**src/rtl/core/utf8s_pkg.sv**
```systemverilog
// ----------------------------------------------------------------------------
// utf8s_pkg
// Shared types and byte/code point constants of the UTF-8 sanitising filter.
// ----------------------------------------------------------------------------
package utf8s_pkg;

  localparam int unsigned MaxResults = 4;
  localparam int unsigned HeldDepth  = 3;

  localparam logic [7:0] ByteNul   = 8'h00;
  localparam logic [7:0] ByteTab   = 8'h09;
  localparam logic [7:0] ByteNl    = 8'h0A;
  localparam logic [7:0] ByteSpace = 8'h20;
  localparam logic [7:0] ByteDel   = 8'h7F;
  localparam logic [7:0] CtrlMax   = 8'h1F;
  localparam logic [7:0] AsciiMax  = 8'h7F;

  localparam logic [2:0] SeqNone = 3'd0;
  localparam logic [2:0] SeqTwo  = 3'd2;
  localparam logic [2:0] SeqThree = 3'd3;
  localparam logic [2:0] SeqFour = 3'd4;

  localparam logic [20:0] CpMinTwo   = 21'h00080;
  localparam logic [20:0] CpMinThree = 21'h00800;
  localparam logic [20:0] CpMinFour  = 21'h10000;
  localparam logic [20:0] CpMax      = 21'h10FFFF;
  localparam logic [20:0] C1Min      = 21'h00080;
  localparam logic [20:0] C1Max      = 21'h0009F;

  typedef struct packed {
    logic [7:0] data;
    logic       blanked;
    logic       str_end;
  } res_t;

  typedef struct packed {
    res_t [MaxResults-1:0] ent;
    logic [2:0]            cnt;
  } burst_t;

endpackage

```
**src/rtl/core/utf8_sanitize_filter.sv**
```systemverilog
// ----------------------------------------------------------------------------
// utf8_sanitize_filter
// Streaming UTF-8 sanitising filter for NUL-terminated byte strings.
// ----------------------------------------------------------------------------
//  channel  | dir | tdata         | tlast     | tuser
//  s_axis   | in  | data_byte     | -         | -
//  m_axis   | out | out_byte      | run_last  | [0] string_end, [1] was_blanked
//
//  A byte passes an input register, is classified and lands as a burst of 0 to 4
//  results in the result register. While the receiver is ready, it releases one
//  per cycle and sustained rate is one byte per cycle while each byte yields at
//  most one result; a burst of n results holds the input register until its last
//  result is taken. Reset clears the sequence state and both valid flags.
// ----------------------------------------------------------------------------
module utf8_sanitize_filter import utf8s_pkg::*; (
  input  logic       clk_i,
  input  logic       rst_ni,
  input  logic       s_axis_tvalid_i,
  output logic       s_axis_tready_o,
  input  logic [7:0] s_axis_tdata_i,   // [7:0] data_byte
  output logic       m_axis_tvalid_o,
  input  logic       m_axis_tready_i,
  output logic [7:0] m_axis_tdata_o,   // [7:0] out_byte
  output logic       m_axis_tlast_o,
  output logic [1:0] m_axis_tuser_o    // [0] string_end, [1] was_blanked
);

  logic       in_vld_q;
  logic [7:0] in_data_q;
  logic       burst_ready, fire;
  burst_t     burst;
  res_t       res;

  assign fire            = in_vld_q && burst_ready;
  assign s_axis_tready_o = !in_vld_q || fire;

  always_ff @(posedge clk_i or negedge rst_ni) begin
    if (!rst_ni) begin
      in_vld_q <= 1'b0;
    end else if (s_axis_tready_o) begin
      in_vld_q <= s_axis_tvalid_i;
    end
  end

  always_ff @(posedge clk_i) begin
    if (s_axis_tready_o && s_axis_tvalid_i) begin
      in_data_q <= s_axis_tdata_i;
    end
  end

  utf8s_decode u_decode (
    .clk_i   (clk_i),
    .rst_ni  (rst_ni),
    .fire_i  (fire),
    .byte_i  (in_data_q),
    .burst_o (burst)
  );

  utf8s_burst u_burst (
    .clk_i   (clk_i),
    .rst_ni  (rst_ni),
    .load_i  (fire),
    .burst_i (burst),
    .ready_o (burst_ready),
    .valid_o (m_axis_tvalid_o),
    .take_i  (m_axis_tready_i),
    .res_o   (res),
    .last_o  (m_axis_tlast_o)
  );

  assign m_axis_tdata_o = res.data;
  assign m_axis_tuser_o = {res.blanked, res.str_end};

  a_end_is_last: assert property (@(posedge clk_i) disable iff (!rst_ni)
    (m_axis_tvalid_o && m_axis_tuser_o[0]) |-> m_axis_tlast_o)
    else $error("string end not last of its burst");

  a_blank_is_space: assert property (@(posedge clk_i) disable iff (!rst_ni)
    (m_axis_tvalid_o && m_axis_tuser_o[1]) |-> (m_axis_tdata_o == ByteSpace))
    else $error("blanked result is not a space");

  a_hold_pending: assert property (@(posedge clk_i) disable iff (!rst_ni)
    (in_vld_q && !burst_ready) |=> (in_vld_q && $stable(in_data_q)))
    else $error("pending byte lost while result register busy");

endmodule

```
**src/rtl/core/utf8s_decode.sv**
```systemverilog
// ----------------------------------------------------------------------------
// utf8s_decode
// Sequence state and single-pass classification of one byte into a burst.
// ----------------------------------------------------------------------------
module utf8s_decode import utf8s_pkg::*; (
  input  logic       clk_i,
  input  logic       rst_ni,
  input  logic       fire_i,
  input  logic [7:0] byte_i,
  output burst_t     burst_o
);

  logic [7:0] held_q [HeldDepth];
  logic [2:0] seq_len_q, seq_len_d;
  logic [1:0] held_cnt_q, held_cnt_d;

  logic        is_nul, is_cont, is_ctrl, is_lead, complete, seq_ok;
  logic        emit_cur, cur_blank, flush_blank, store;
  logic [2:0]  lead_len;
  logic [20:0] cp;
  logic        cp_bad;

  always_comb begin
    is_nul  = (byte_i == ByteNul);
    is_cont = (byte_i[7:6] == 2'b10);
    is_ctrl = ((byte_i <= CtrlMax) || (byte_i == ByteDel)) &&
              (byte_i != ByteTab) && (byte_i != ByteNl);
    is_lead = (byte_i[7:5] == 3'b110) || (byte_i[7:4] == 4'b1110) ||
              (byte_i[7:3] == 5'b11110);
    lead_len = (byte_i[7:5] == 3'b110) ? SeqTwo :
               (byte_i[7:4] == 4'b1110) ? SeqThree : SeqFour;
    complete = (({1'b0, held_cnt_q} + 3'd1) >= seq_len_q) || (held_cnt_q == 2'd3);

    case (seq_len_q)
      SeqTwo: begin
        cp     = {10'd0, held_q[0][4:0], byte_i[5:0]};
        cp_bad = (cp < CpMinTwo);
      end
      SeqThree: begin
        cp     = {5'd0, held_q[0][3:0], held_q[1][5:0], byte_i[5:0]};
        cp_bad = (cp < CpMinThree);
      end
      default: begin
        cp     = {held_q[0][2:0], held_q[1][5:0], held_q[2][5:0], byte_i[5:0]};
        cp_bad = (cp < CpMinFour) || (cp > CpMax);
      end
    endcase
    seq_ok = !cp_bad && !((cp >= C1Min) && (cp <= C1Max));

    emit_cur    = 1'b0;
    cur_blank   = 1'b0;
    flush_blank = 1'b1;
    store       = 1'b0;
    seq_len_d   = seq_len_q;
    held_cnt_d  = held_cnt_q;

    if (is_nul) begin
      emit_cur   = 1'b1;
      seq_len_d  = SeqNone;
      held_cnt_d = 2'd0;
    end else if (seq_len_q == SeqNone) begin
      if (is_ctrl) begin
        emit_cur  = 1'b1;
        cur_blank = 1'b1;
      end else if (byte_i <= AsciiMax) begin
        emit_cur = 1'b1;
      end else if (is_lead) begin
        store      = 1'b1;
        seq_len_d  = lead_len;
        held_cnt_d = 2'd1;
      end else begin
        emit_cur  = 1'b1;
        cur_blank = 1'b1;
      end
    end else if (!is_cont) begin
      emit_cur   = 1'b1;
      cur_blank  = 1'b1;
      seq_len_d  = SeqNone;
      held_cnt_d = 2'd0;
    end else if (complete) begin
      emit_cur    = 1'b1;
      cur_blank   = !seq_ok;
      flush_blank = !seq_ok;
      seq_len_d   = SeqNone;
      held_cnt_d  = 2'd0;
    end else begin
      store      = 1'b1;
      held_cnt_d = held_cnt_q + 2'd1;
    end

    for (int i = 0; i < MaxResults; i++) begin
      if (i < HeldDepth && 2'(i) < held_cnt_q) begin
        burst_o.ent[i].data    = flush_blank ? ByteSpace : held_q[i % HeldDepth];
        burst_o.ent[i].blanked = flush_blank;
        burst_o.ent[i].str_end = 1'b0;
      end else begin
        burst_o.ent[i].data    = cur_blank ? ByteSpace : byte_i;
        burst_o.ent[i].blanked = cur_blank;
        burst_o.ent[i].str_end = is_nul;
      end
    end
    burst_o.cnt = emit_cur ? ({1'b0, held_cnt_q} + 3'd1) : 3'd0;
  end

  always_ff @(posedge clk_i or negedge rst_ni) begin
    if (!rst_ni) begin
      seq_len_q  <= SeqNone;
      held_cnt_q <= 2'd0;
    end else if (fire_i) begin
      seq_len_q  <= seq_len_d;
      held_cnt_q <= held_cnt_d;
    end
  end

  always_ff @(posedge clk_i) begin
    for (int i = 0; i < HeldDepth; i++) begin
      if (fire_i && store && (held_cnt_q == 2'(i))) begin
        held_q[i] <= byte_i;
      end
    end
  end

endmodule

```
**src/rtl/core/utf8s_burst.sv**
```systemverilog
// ----------------------------------------------------------------------------
// utf8s_burst
// Result register holding up to four results and releasing one per transaction.
// ----------------------------------------------------------------------------
module utf8s_burst import utf8s_pkg::*; (
  input  logic   clk_i,
  input  logic   rst_ni,
  input  logic   load_i,
  input  burst_t burst_i,
  output logic   ready_o,
  output logic   valid_o,
  input  logic   take_i,
  output res_t   res_o,
  output logic   last_o
);

  res_t [MaxResults-1:0] ent_q;
  logic [2:0]            cnt_q;
  logic [1:0]            idx_q;
  logic                  pop;

  assign valid_o = (cnt_q != 3'd0);
  assign pop     = valid_o && take_i;
  assign ready_o = (cnt_q == 3'd0) || ((cnt_q == 3'd1) && take_i);
  assign res_o   = ent_q[idx_q];
  assign last_o  = (cnt_q == 3'd1);

  always_ff @(posedge clk_i or negedge rst_ni) begin
    if (!rst_ni) begin
      cnt_q <= 3'd0;
      idx_q <= 2'd0;
    end else if (load_i) begin
      cnt_q <= burst_i.cnt;
      idx_q <= 2'd0;
    end else if (pop) begin
      cnt_q <= cnt_q - 3'd1;
      idx_q <= idx_q + 2'd1;
    end
  end

  always_ff @(posedge clk_i) begin
    if (load_i) begin
      ent_q <= burst_i.ent;
    end
  end

endmodule

```
**config.mk**
```make
export PLATFORM = sky130hd
export DESIGN_NAME = utf8_sanitize_filter
export DESIGN_NICKNAME = d
export VERILOG_FILES = /design/src/rtl/core/utf8s_pkg.sv /design/src/rtl/core/utf8_sanitize_filter.sv /design/src/rtl/core/utf8s_decode.sv /design/src/rtl/core/utf8s_burst.sv
export SDC_FILE = /design/constraint.sdc
export NUM_CORES = 1
export LEC_CHECK = 0
export BUFFER_PORTS_ARGS = -buffer_cell sky130_fd_sc_hd__buf_2
export CAP_MARGIN = 20
export CORE_MARGIN = 3
export CORE_UTILIZATION = 40
export CTS_CLUSTER_DIAMETER = 100
export DETAILED_ROUTE_END_ITERATION = 6
export PLACE_DENSITY = 0.61
export RECOVER_POWER = 50
export SYNTH_ARGS = -nofsm -noshare
export SYNTH_HDL_FRONTEND = slang
export SYNTH_SLANG_ARGS = --single-unit
```
**constraint.sdc**
```tcl
create_clock -name clk_i -period 3.3 [get_ports clk_i]
set_input_delay 0.33 -clock clk_i [delete_from_list [all_inputs] [get_ports clk_i]]
set_output_delay 0.33 -clock clk_i [all_outputs]
set_load 0.1 [all_outputs]
```
# Word-level counts from Yosys, hierarchy flattened
# Memories as Yosys holds them, arrays and structs flattened.
# Index checks and enable logic that the tools add are counted.
[totals]
latch_bits = 0
n_memories = 1
elab_cells = 154
register_bits = 59
ram_bits = 24
rom_bits = 0
[op_classes]
n_div = 0
n_bitwise = 0
n_addsub = 4
order_cmp = 13
n_eq_ne = 17
mul = 0
mux = 68
shifts = 0
n_reduce_logical = 33
[memory_table]
columns = ["memory", "words", "word_bits", "rd", "rd_clocked_by_memory_dff", "write_ports", "line_no", "text"]
rows = [
  ["u_decode.held_q", 3, 8, 3, 0, 1, "utf8s_decode.sv:13", "logic [7:0] held_q [HeldDepth];"],
]
[op_table]
columns = ["operator", "n"]
rows = [
  ["$mux 8", 6],
  ["$pmux 21 s2", 1],
  ["$mux 10", 4],
  ["$mux 3", 12],
  ["$mux 1", 32],
  ["$mux 2", 11],
  ["$ge 21x8->1 const B", 1],
  ["$gt 21x21->1 const B", 1],
  ["$le 21x8->1 const B", 1],
  ["$lt 21x17->1 const B", 1],
  ["$bmux 10 s2", 1],
  ["$lt 16x12->1 const B", 1],
  ["$ne 8x4->1 const B", 2],
  ["$reduce_or 8->1", 2],
  ["$logic_and 1x1->1", 12],
  ["$lt 11x8->1 const B", 1],
  ["$eq 8x7->1 const B", 1],
  ["$le 8x5->1 const B", 1],
  ["$le 8x7->1 const B", 1],
  ["$logic_not 8->1", 1],
  ["$logic_or 1x1->1", 7],
  ["$eq 2x2->1 const B", 3],
  ["$eq 3x2->1 const B", 2],
  ["$logic_not 3->1", 2],
  ["22 further kinds", 28],
]

# Longest topological paths before layout
[depth]
ltp_word = 15
ltp_mapped = 11
depth_no_buf = 10

# Modules after synthesis
# From an unflattened synthesis, not the netlist that was laid out.
[hier_totals]
hier_cells = 279
area_unflattened_um2 = 3925.0
[modules_own_cells]
columns = ["mod", "cells_each", "instances", "area_per_inst_um2"]
rows = [
  ["utf8s_decode", 176, 1, 1846.8],
  ["utf8s_burst", 90, 1, 1778.0],
  ["utf8_sanitize_filter", 13, 1, 300.3],
]

# Least setup slack after synthesis
# No wires, ideal clock.
[synth_path]
path_kind = "flip-flop to flip-flop"
start = "register u_burst.cnt_q[0]"
end = "register in_data_q[0] (enable)"
synth_period_minus_slack_ns = 3.693
arrival_time_ns = 3.360
required_time_ns = 2.967
n_path_buf = 0
setup_slack_ns = -0.393
stages_incl_launch_ff = 6
cell_sequence = "dfrtp_1 > inv_1 > ha_1 > a21oi_1 > o21ai_0 > and2_1"
[synth_between]
elab_chain_len = 6
[synth_rtl]
columns = ["element", "line_no", "text"]
rows = [
  ["from (decl)", "utf8s_burst.sv:18", "logic [2:0] cnt_q;"],
  ["from (signal assigned)", "utf8s_burst.sv:33", "cnt_q <= burst_i.cnt;"],
  ["from (signal assigned)", "utf8s_burst.sv:36", "cnt_q <= cnt_q - 3'd1;"],
  ["$eq 3x1->1", "utf8s_burst.sv:24", "assign ready_o = (cnt_q == 3'd0) || ((cnt_q == 3'd1) && take_i);"],
  ["$logic_and 1x1->1", "utf8s_burst.sv:24", ""],
  ["$logic_or 1x1->1 *", "utf8s_burst.sv:24", ""],
  ["$logic_and 1x1->1 *", "utf8_sanitize_filter.sv:34", "assign fire = in_vld_q && burst_ready;"],
  ["$logic_or 1x1->1 *", "utf8_sanitize_filter.sv:35", "assign s_axis_tready_o = !in_vld_q || fire;"],
  ["named net s_axis_tready_o", "utf8_sanitize_filter.sv:19", "output logic s_axis_tready_o,"],
  ["$logic_and 1x1->1 *", "utf8_sanitize_filter.sv:46", "if (s_axis_tready_o && s_axis_tvalid_i) begin"],
  ["to (signal assigned)", "utf8_sanitize_filter.sv:47", "in_data_q <= s_axis_tdata_i;"],
  ["to (decl)", "utf8_sanitize_filter.sv:29", "logic [7:0] in_data_q;"],
]
# Mark *: on every way through the listed nets, which the timed path passes. The rest lies on a longest branch.
# A chain may end at the register's enable or synchronous reset.

==> summary.txt <==
Cells and area
  – Final core utilization: 46.43%
  – Fin nets: 329
  – Fillers: 850
  – Area Growth Syn to Fin: 11.20%
  – Ant. Diodes: 0
  – Share of layout cells above drive strength 1: 20.90%

CTS
  – Clock root cell: clkbuf_8
  – Clock Sinks: 83
  – Post-CTS setup buffers: 0
  – CTS tree: done
  – Total CTS buffers: 9
  – H-tree Lvls: 3
  – Worst-path clk slew: 0.09 ns
  – Later-pin clock latency in the skew report: 0.35 ns
  – Max Root-Sink Buffers: 2

Die
  – Core area: 9415 um2
  – Die Area: 11050 um2
  – Die H: 105.1 um
  – Cell Rows: 35
  – Die width: 105.1 um
  – Io pins: 25
  – Starting Density: 41.75%

Logic synthesis
  – Mapped Area: 3931 um2
  – Async set-reset flop share out of synthesis: 13.25%
  – Post-synth top flop: edfxtp_1
  – Main area contributors after synthesis: edfxtp_1 (55%), dfrtp_1 (7.0%), mux4_2 (5.7%), a32o_1 (3.6%), ha_1 (3.5%)
  – Most common cell in the netlist: edfxtp_1
  – Post-Synthesis Cells: 281
  – Syn Area/Cell: 13.99 um2
  – Net count after synthesis: 304
  – Post-synth top area cell: edfxtp_1
  – Synth cell types: 56
  – Synth cell count leaders: edfxtp_1 (72), nand2_1 (19), inv_1 (18)
  – Synth top area share: 55.00%
  – Flops & latches, synth: 83
  – Sequential fraction of the synthesis area: 62.00%
  – Post-synth EDFFs: 72
  – Yosys warning total: 0

Job
  – Max-cap violations: 0

Setup path
  – Worst Setup End Kind: flip-flop
  – Worst Path Required: 3.38 ns
  – Crit Path Class: reg2reg
  – Delay-heaviest family, CP: compound AO/OA/AOI/OAI gates
  – Setup crit start kind: flip-flop
  – Cell mode on critical path: ha_1
  – CP peak stage delay: 0.47 ns
  – WP data arrival: 2.99 ns
  – Crit-path cells: inv_1, ha_1, ha_1, a211o_1, a31oi_1, and2_1, nor3_2, a21oi_2, a32oi_1
  – Max stage delay cell, worst path: dfrtp_1
  – CP max FO: 9
  – Buffers & Inverters on Critical Path: 1

GRT
  – Overall Global Routing Usage: 15.02%
  – Vias in the first global route: 2364
  – Largest net degree at the start of global routing: 42
  – First-pass GRT wire length: 12940 um
  – Initial antenna violation count: 0
  – GRT overflow: 0

Timing
  – Unrepaired setup endpoints after global routing: false
  – Slew Viols, Final: 0
  – Clk_skew: 0.01237 ns
  – Final setup TNS: 0 ns
  – Slew @ Worst Pin: 1.164 ns
  – Setup-failing EPs final: 0
  – Max frequency: 344.2 MHz
  – Rel. slew slack: 22.72%
  – Part of the cycle the worst path needs: 88.04%
  – Min Tclk post-route: 2.905 ns
  – Final Hold Violating Endpoints: 0

Detailed routing
  – Routed len/inst: 17.70 um
  – Via count: 2415
  – DRC: 0
  – DRT Pass-1 Iters: 4
  – DRT antenna net count: 0
  – Drt via density: 5.489
  – Initial DRC Count: 226
  – WL final: 7787 um

Place
  – Hpwl dp: 5479 um
  – I/O Buffers: 24
  – RePlAce Congestion: 0.9264

Status
  – Outcome: complete, no violations

Worst hold path
  – HP Class: in2reg
routing by layer:
layer  routed length (um)  part of all wire, %  vias to the layer above  global-route usage (%)
li1                     -                    -                     1150                       -
met1                 3674                   47                     1174                   22.15
met2                 3545                   46                       87                   22.18
met3                  521                  6.7                        4                   3.953
met4                   46                 0.59                        0                   3.655
met5                    0                    0                        -                       0
final timing paths:
path	end	slack [ns]	cells after the start	from
min reg2reg	u_burst.cnt_q[1]	0.50	1	u_burst.cnt_q[1]
max in group asynchronous	u_decode.held_cnt_q[0]	2.39	2	rst_ni
max	u_burst.ent_q[27]	0.39	9	u_decode.held_cnt_q[0]
max reg2reg	u_burst.ent_q[27]	0.39	9	u_decode.held_cnt_q[0]
min in group asynchronous	u_burst.idx_q[0]	0.50	2	rst_ni
min	in_data_q[1]	0.15	1	s_axis_tdata_i[1]
cell usage in the layout (no fill, tap or decap), types with 7 or more instances in the layout:
cell type  synthesis  final
nand3_1            9      9
o32ai_1            7      7
dfrtp_1           11     11
a32o_1            14     14
nor2_1            10     10
clkbuf_8           0      9
ha_1              11     11
edfxtp_1          72     72
inv_1             18     17
mux4_2            10     10
nand2_1           19     19
and2_1            12     11
buf_2              2     20
cells by family (layout without fill, tap and decap cells):
family | Yosys count | in the layout | share of synthesized area [%]
flops | 83 | 83 | 62.00
buf+inv | 32 | 62 | 3.310
xor+xnor | 3 | 3 | 0.6685
fa+ha+maj | 11 | 11 | 3.501
compound gates | 55 | 55 | 12.03
mux | 14 | 14 | 6.843
simple gates | 83 | 83 | 11.65
per-stage QoR:
stage | hold WS, ns | cells | area, um2 | setup slack, ns
floorplan | 0.03441 | 281 | 3931 | 0.2360
global placement | 0.2196 | 423 | 4169 | 0.4916
detailed placement | 0.2197 | 423 | 4169 | 0.4233
CTS | 0.1339 | 440 | 4385 | 0.4043
global route | 0.1205 | 440 | 4372 | 0.2066
finish | 0.1525 | 440 | 4372 | 0.3948
timing repair:
item	4_1_cts	5_1_grt
setup endpoints to repair	0	0
hold buffers	1	0
resized for setup	0	0
endpoints found under the hold margin	11	0
sequential cells by signal, summed over array words and instances (netlist names):
name	flops
u_burst.cnt_q	3
u_decode.held_q	24
u_burst.idx_q	2
u_decode.seq_len_q	3
in_data_q	8
u_burst.ent_q	40
u_decode.held_cnt_q	2
in_vld_q	1
final cells by class:
class                           instances  area, um2  share of cell area, %
Inverter                               19      71.32                  1.631
Timing Repair Buffer                   27      137.6                  3.148
Multi-Input combinational cell        166       1358                  31.05
Sequential cell                        83       2437                  55.75
Tap cell                              129      161.4                  3.692
Clock inverter                          7      82.58                  1.889
Clock buffer                            9      123.9                  2.833
Power is left out: the tool's default activity adds up to more than one toggle a clock period on the data nets, which glitch-free logic cannot reach.
